$ cat src/rtl/core/modular_exponentiation_defines.svh
// assertion macros for the modular exponentiation block
`ifndef MODULAR_EXPONENTIATION_DEFINES_SVH
`define MODULAR_EXPONENTIATION_DEFINES_SVH

// property that must hold at every clock edge outside reset
`define MEXP_ASSERT(label, prop, msg) \
	label: assert property (@(posedge clk) disable iff (!arst_n) (prop)) else $error(msg);

// consequence in the next cycle
`define MEXP_ASSERT_NEXT(label, pre, post, msg) \
	label: assert property (@(posedge clk) disable iff (!arst_n) (pre) |=> (post)) \
		else $error(msg);

`endif

$ cat src/rtl/core/mexp_pkg.sv
// ----------------------------------------------------------------------------
// mexp_pkg
// shared constants and types of the modular exponentiation block
// ----------------------------------------------------------------------------
package mexp_pkg;

	localparam int unsigned WordBits = 63;
	localparam logic [62:0] ModulusReset = 63'd1000000007;

	// one-hot sequencer states
	typedef enum logic [5:0] {
		ST_IDLE = 6'b000001,
		ST_RED  = 6'b000010,
		ST_MUL  = 6'b000100,
		ST_SQR  = 6'b001000,
		ST_NEXT = 6'b010000,
		ST_DONE = 6'b100000
	} mexp_state_t;

endpackage

$ cat src/rtl/core/modular_exponentiation.sv
// ----------------------------------------------------------------------------
// modular_exponentiation
// base to the exponent modulo a configured modulus, right-to-left square
// and multiply over a bit-serial modular multiplier
// ----------------------------------------------------------------------------
// Pulse start while busy is low with base_value and exponent. The base is
// first reduced (one shift-subtract pass over the WORD_BITS base bits), then
// each exponent bit takes one decision state, one multiply pass when set and
// one square pass, each on the single shared multiplier; scanning stops once
// the remaining exponent bits are zero. The length and weight of the exponent
// set the time until the result is taken. The result is on power_result for
// one cycle with done high; the receiver cannot stall. busy drops in the
// result cycle, so the next word may start there. Write modulus only while
// busy is low; writes of zero are dropped. Exponent zero gives 1 for every
// modulus.
// ----------------------------------------------------------------------------
`include "modular_exponentiation_defines.svh"

module modular_exponentiation import mexp_pkg::*; #(
	parameter int unsigned WORD_BITS = WordBits
) (
	input  logic                 clk,
	input  logic                 arst_n,
	input  logic                 start,
	output logic                 busy,
	input  logic [WORD_BITS-1:0] base_value,
	input  logic [WORD_BITS-1:0] exponent,
	input  logic                 cfg_we,
	input  logic [WORD_BITS-1:0] cfg_wdata,
	output logic                 done,
	output logic [WORD_BITS-1:0] power_result
);

	localparam int unsigned CntBits = $clog2(WORD_BITS + 1);

	mexp_state_t          state_q;
	logic [WORD_BITS-1:0] modulus_q;
	logic [WORD_BITS-1:0] acc_q, sq_q, ex_q;
	logic [WORD_BITS-1:0] rin_q;     // base bits shifted into the reducer
	logic [CntBits-1:0]   cnt_q;
	logic                 go;
	logic [WORD_BITS-1:0] mb;
	logic                 mdone;
	logic [WORD_BITS-1:0] mp;
	logic [WORD_BITS:0]   rsh;

	// reducer step: shift in one base bit, subtract modulus once
	assign rsh = {sq_q, rin_q[WORD_BITS-1]};

	always_ff @(posedge clk or negedge arst_n) begin
		if (!arst_n) begin
			modulus_q <= WORD_BITS'(ModulusReset);
		end else if (cfg_we && cfg_wdata != '0) begin
			modulus_q <= cfg_wdata;
		end
	end

	always_ff @(posedge clk or negedge arst_n) begin
		if (!arst_n) begin
			state_q <= ST_IDLE;
			cnt_q   <= '0;
			done    <= 1'b0;
			go      <= 1'b0;
		end else begin
			done <= 1'b0;
			go   <= 1'b0;
			case (state_q)
				ST_IDLE: begin
					if (start) begin
						state_q <= ST_RED;
						cnt_q   <= CntBits'(WORD_BITS);
					end
				end
				ST_RED: begin
					cnt_q <= cnt_q - 1'b1;
					if (cnt_q == CntBits'(1)) state_q <= ST_NEXT;
				end
				ST_NEXT: begin
					if (ex_q == '0) begin
						state_q <= ST_DONE;
					end else if (ex_q[0]) begin
						state_q <= ST_MUL;
						go      <= 1'b1;
					end else begin
						state_q <= ST_SQR;
						go      <= 1'b1;
					end
				end
				ST_MUL: begin
					if (mdone) begin
						state_q <= ST_SQR;
						go      <= 1'b1;
					end
				end
				ST_SQR: begin
					if (mdone) state_q <= ST_NEXT;
				end
				ST_DONE: begin
					done    <= 1'b1;
					state_q <= ST_IDLE;
				end
				default: state_q <= ST_IDLE;
			endcase
		end
	end

	always_ff @(posedge clk) begin
		case (state_q)
			ST_IDLE: begin
				if (start) begin
					rin_q <= base_value;
					ex_q  <= exponent;
					sq_q  <= '0;
					acc_q <= WORD_BITS'(1);
				end
			end
			ST_RED: begin
				rin_q <= {rin_q[WORD_BITS-2:0], 1'b0};
				sq_q  <= (rsh >= {1'b0, modulus_q}) ? WORD_BITS'(rsh - {1'b0, modulus_q})
					: WORD_BITS'(rsh);
				// acc starts as 1 mod m so modulus one gives 0 for a nonzero exponent
				if (cnt_q == CntBits'(1) && modulus_q == WORD_BITS'(1)) acc_q <= '0;
			end
			ST_MUL: if (mdone) acc_q <= mp;
			ST_SQR: begin
				if (mdone) begin
					sq_q <= mp;
					ex_q <= {1'b0, ex_q[WORD_BITS-1:1]};
				end
			end
			default: ;
		endcase
	end

	// go is registered with the decision, so it is seen in the pass state itself
	always_comb begin
		mb = (state_q == ST_MUL) ? acc_q : sq_q;
	end

	mexp_mulmod #(.WORD_BITS(WORD_BITS)) u_mul (
		.clk    (clk),
		.arst_n (arst_n),
		.go     (go),
		.a      (sq_q),
		.b      (mb),
		.m      (modulus_q),
		.done   (mdone),
		.p      (mp)
	);

	logic zero_seen_q;
	always_ff @(posedge clk or negedge arst_n) begin
		if (!arst_n) zero_seen_q <= 1'b0;
		else if (state_q == ST_IDLE && start) zero_seen_q <= (exponent == '0);
	end

	assign busy = (state_q != ST_IDLE);
	assign power_result = (zero_seen_q) ? WORD_BITS'(1) : acc_q;

	`MEXP_ASSERT(a_mod_nonzero, modulus_q != '0, "modulus became zero")
	`MEXP_ASSERT_NEXT(a_start_busy, start && !busy, busy, "start not taken")
	`MEXP_ASSERT(a_done_idle, !(done && busy), "busy during result")

endmodule

$ cat src/rtl/core/mexp_mulmod.sv
// ----------------------------------------------------------------------------
// mexp_mulmod
// bit-serial modular multiplier: add-and-double over the multiplier bits
// ----------------------------------------------------------------------------
`include "modular_exponentiation_defines.svh"

module mexp_mulmod import mexp_pkg::*; #(
	parameter int unsigned WORD_BITS = WordBits
) (
	input  logic                 clk,
	input  logic                 arst_n,
	input  logic                 go,
	input  logic [WORD_BITS-1:0] a,
	input  logic [WORD_BITS-1:0] b,
	input  logic [WORD_BITS-1:0] m,
	output logic                 done,
	output logic [WORD_BITS-1:0] p
);

	localparam int unsigned CntBits = $clog2(WORD_BITS + 1);

	logic [WORD_BITS-1:0] acc_q;
	logic [WORD_BITS-1:0] b_q;
	logic [CntBits-1:0]   cnt_q;
	logic                 busy_q;
	logic [WORD_BITS:0]   dbl, dbl_r, add, add_r;
	logic [WORD_BITS-1:0] acc_d;

	// operands are already below m, so one subtract per step is enough
	always_comb begin
		dbl   = {acc_q, 1'b0};
		dbl_r = (dbl >= {1'b0, m}) ? dbl - {1'b0, m} : dbl;
		add   = dbl_r + {1'b0, a};
		add_r = (add >= {1'b0, m}) ? add - {1'b0, m} : add;
		acc_d = b_q[WORD_BITS-1] ? add_r[WORD_BITS-1:0] : dbl_r[WORD_BITS-1:0];
	end

	always_ff @(posedge clk or negedge arst_n) begin
		if (!arst_n) begin
			busy_q <= 1'b0;
			cnt_q  <= '0;
			done   <= 1'b0;
		end else begin
			done <= 1'b0;
			if (go) begin
				busy_q <= 1'b1;
				cnt_q  <= CntBits'(WORD_BITS);
			end else if (busy_q) begin
				cnt_q <= cnt_q - 1'b1;
				if (cnt_q == CntBits'(1)) begin
					busy_q <= 1'b0;
					done   <= 1'b1;
				end
			end
		end
	end

	always_ff @(posedge clk) begin
		if (go) begin
			acc_q <= '0;
			b_q   <= b;
		end else if (busy_q) begin
			acc_q <= acc_d;
			b_q   <= {b_q[WORD_BITS-2:0], 1'b0};
		end
	end

	assign p = acc_q;

	`MEXP_ASSERT(a_go_idle, !(go && busy_q), "mulmod started while busy")
	`MEXP_ASSERT_NEXT(a_done_pulse, done, !done, "done longer than one cycle")
	`MEXP_ASSERT(a_done_idle, !(done && busy_q), "done while still busy")

endmodule
$ cat config.mk
export PLATFORM = sky130hd
export DESIGN_NAME = modular_exponentiation
export DESIGN_NICKNAME = d
export VERILOG_FILES = /design/src/rtl/core/mexp_pkg.sv /design/src/rtl/core/modular_exponentiation.sv /design/src/rtl/core/mexp_mulmod.sv
export VERILOG_INCLUDE_DIRS = /design/src /design/src/rtl/core
export SDC_FILE = /design/constraint.sdc
export NUM_CORES = 2
export LEC_CHECK = 0
export BUFFER_PORTS_ARGS = -buffer_cell sky130_fd_sc_hd__buf_2
export CELL_PAD_IN_SITES_DETAIL_PLACEMENT = 1
export CELL_PAD_IN_SITES_GLOBAL_PLACEMENT = 1
export CORE_MARGIN = 5
export CORE_UTILIZATION = 50
export CTS_BUF_LIST = sky130_fd_sc_hd__clkbuf_2
export DETAILED_ROUTE_END_ITERATION = 10
export PLACE_DENSITY_LB_ADDON = 0.1
export SLEW_MARGIN = 20
export SYNTH_ARGS = -nofsm -noshare
export SYNTH_HDL_FRONTEND = slang
export SYNTH_HIERARCHICAL = 1
export SYNTH_SLANG_ARGS = --single-unit
$ cat constraint.sdc
create_clock -name clk -period 16.41 [get_ports clk]
set_input_delay 0.8205 -clock clk [delete_from_list [all_inputs] [get_ports clk]]
set_output_delay 0.8205 -clock clk [all_outputs]
set_load 0.02 [all_outputs]
==> results.json <==
{
  "ys.flop_type": "edfxtp_1",
  "fmax_mhz": 86.9,
  "die-area_mm2": 0.0808,
  "crit_fanout": 86,
  "post_cts_buffers": 0,
  "pre_cts_ws_ns": 5.34,
  "synthArstFlopShare": 0.185,
  "synth-edff-count": 315,
  "antenna_found_initial": 10,
  "rrSetupSlack_ns": 4.90,
  "ys_seq_elements": 464,
  "cts_tree": "done",
  "num_rows": 100,
  "period_share": 0.702,
  "htree_levels": 4,
  "syn_avg_cell_area_um2": 8.37,
  "r2r_start": "modulus_q[4]",
  "clk_path_buf_depth": 3,
  "syn_to_final_growth_pct": 13.8,
  "nets": 5348,
  "holdBufCountCts": 200,
  "final_layout_size_suffix_gt1_frac": 0.147,
  "r2r-end": "u_mul/p[36]",
  "hold_violations": 0,
  "drt-wirelength-per-cell_um": 28.0,
  "final_common_cell": "nand2_1",
  "crit_path_start_kind": "flip-flop",
  "routabilityCongestion": 0.987,
  "insertion_delay_ns": 1.39,
  "rsz0062_at_grt": "no",
  "drc_errors": 0,
  "worstHoldPathType": "in -> reg",
  "grt_overflow": 0,
  "vdd_drop_max_uv": 120,
  "maxCapViolations": 0,
  "grt_max_degree": 87,
  "cts-root-buf": "clkbuf_2",
  "ys_seq_area_frac": 0.343,
  "yosysWarningCount": 6,
  "register_area_mm2": 0.0129,
  "synthesis.area_mm2": 0.0376,
  "die-width_um": 284,
  "numCtsBuffers": 136,
  "grt_pass1_wl_um": 247000,
  "critical_path_required_ns": 17.59,
  "drv_slew": 0,
  "drt_pass1_iterations": 5,
  "dp_hpwl_um": 118000,
  "setup_tns_ns": 0,
  "arrival_ns": 12.69,
  "via_per_inst": 6.48,
  "synth_nets": 4944,
  "path_buf_inv": 3,
  "p_leak_nw": 18.6,
  "reg2regPathDepth": 34,
  "clock_sinks": 464,
  "worst_slew_pin_slew_ns": 1.22,
  "start_util": 0.505,
  "die_h_um": 284,
  "clk_pin_slew_ns": 0.14,
  "final_antenna_net_count": 0,
  "p_per_area_mw_per_mm2": 160,
  "dr.first_iter.drc_count": 3809,
  "crit_family": "compound AO/OA/AOI/OAI gates",
  "endpoint_kind": "flip-flop",
  "vias": 38729,
  "cp-endpoint": "u_mul/p[36]",
  "crit_cells": 34,
  "io_pins": 258,
  "routed_wl_um": 167000,
  "finalWorstSetupSlack_ns": 4.90,
  "final_core_util": 0.575,
  "finalClockSkew_ns": 0.156,
  "critPathKind": "reg -> reg",
  "final.min_clock_period_ns": 11.51,
  "final_cell_mix": "894 x nand2_1, 347 x a21oi_1, 315 x edfxtp_1",
  "syn_inst": 4491,
  "min_delay_path_depth": 3,
  "critical_path.startpoint": "modulus_q[4]",
  "crit_slowest_cell": "buf_4",
  "grt_use_total": 0.396,
  "multi_input_area_mm2": 0.0231,
  "core_mm2": 0.0744,
  "status": "completed",
  "yosysUniqueCellTypes": 101,
  "slew-limit-headroom": 0.188,
  "setup_viol": 0,
  "port_buffers": 257,
  "first_global_vias": 39662,
  "max_stage_delay_ns": 0.75,
  "n_fill_cell": 8991,
  "cts_resized": 0
}
==> worst reg2reg max path, delay by kind of cell (launching register included) <==
kind	cells	cell delay (ns)
AOI/OAI and AO/OA	20	5.69
xor gates and xnor gates	1	0.12
adders and majority gates	3	1.37
buffers and inverters	3	1.56
DFF	1	0.42
muxes	1	0.48
and+or+nand+nor	6	1.70
==> worst min-delay path by stage <==
stage / start / endpoint / slack [ns]
after global routing: cfg_wdata[16] / modulus_q[16] / 0.16
after detailed placement: u_mul/cnt_q[4] / u_mul/done / 0.50
after floorplan: u_mul/p[54] / u_mul/p[54] / 0.47
after CTS: cfg_wdata[21] / modulus_q[21] / 0.11
after global placement: rin_q[55] / rin_q[56] / 0.49
final: cfg_wdata[16] / modulus_q[16] / 0.23
==> cell usage after synthesis (17+ instances only) <==
master / n / area share
nand2_1: 896 / 0.089
a21oi_1: 349 / 0.046
edfxtp_1: 315 / 0.25
ha_1: 256 / 0.085
nor2_1: 248 / 0.025
inv_1: 203 / 0.020
o21ai_0: 188 / 0.025
clkbuf_1: 174 / 0.017
xnor2_1: 143 / 0.033
mux2_2: 133 / 0.040
a21o_1: 131 / 0.026
xor2_1: 97 / 0.023
nor2b_1: 95 / 0.016
nor4_1: 84 / 0.014
and2_1: 81 / 0.013
nand4_1: 79 / 0.013
nand3_1: 73 / 0.0097
dfrtp_1: 69 / 0.046
mux2i_1: 64 / 0.017
dfxtp_1: 63 / 0.034
o21bai_1: 59 / 0.012
o21ai_1: 54 / 0.0072
nor3_1: 50 / 0.0067
a31oi_1: 39 / 0.0065
a22oi_1: 37 / 0.0074
and3_1: 35 / 0.0058
buf_2: 29 / 0.0039
o21a_1: 29 / 0.0058
o22ai_1: 28 / 0.0047
o31ai_1: 24 / 0.0048
a211oi_1: 23 / 0.0046
o221ai_1: 22 / 0.0051
nand2b_1: 21 / 0.0035
dfstp_2: 17 / 0.012
or3_1: 17 / 0.0028
==> final cells by class <==
| cell class | instances | area share |
|---|---|---|
| clock buffer | 207 | 0.0242 |
| timing repair buffer | 494 | 0.0839 |
| clock inverter | 40 | 0.00503 |
| tap | 969 | 0.0283 |
| inverter | 205 | 0.0180 |
| multi-input combinational | 3594 | 0.539 |
| sequential | 464 | 0.301 |
| antenna | 8 | 0.000468 |
==> kinds of logic (layout without fill, tap and decap cells) <==
group,Yosys count,count (layout),share of synthesized area
fa+ha+maj,260,260,0.0873
mux,197,197,0.0569
buf+inv,433,946,0.0464
compound gates,1154,1154,0.198
other cells,0,8,0
flops,464,464,0.343
xor+xnor,240,240,0.0559
simple gates,1743,1743,0.213
==> power by group <==
group / switching (W) / internal, W
logic: 0.00248 / 0.00137
clock network: 0.000618 / 0.000346
registers: 0.000367 / 0.00166
total: 0.00346 / 0.00338
==> stage by stage <==
step                      std cells  hold slack [ns]  area, um^2  total power [W]
after CTS                      5972            0.111       42700          0.00662
after detailed placement       5525            0.496       39500          0.00563
final                          5981            0.225       42800          0.00684
after floorplan                4491            0.468       37600          0.00451
after global routing           5976            0.158       42800          0.00717
after global placement         5525            0.489       39500          0.00554
==> registers in the layout, indices dropped and copies added (netlist names), 6 cells and up <==
register / flops
sq_q: 63
modulus_q: 63
u_mul/cnt_q: 6
state_q: 6
u_mul/b_q: 63
cnt_q: 6
rin_q: 63
ex_q: 63
u_mul/p: 63
acc_q: 63
==> per-layer routing <==
layer	global-route usage	wire length, um	up-vias
met5	0	52	-
met4	0.149	6760	8
met1	0.538	70100	19138
li1	-	-	17050
met2	0.610	72700	2145
met3	0.103	17900	388
(Power assumes the default switching activity.)
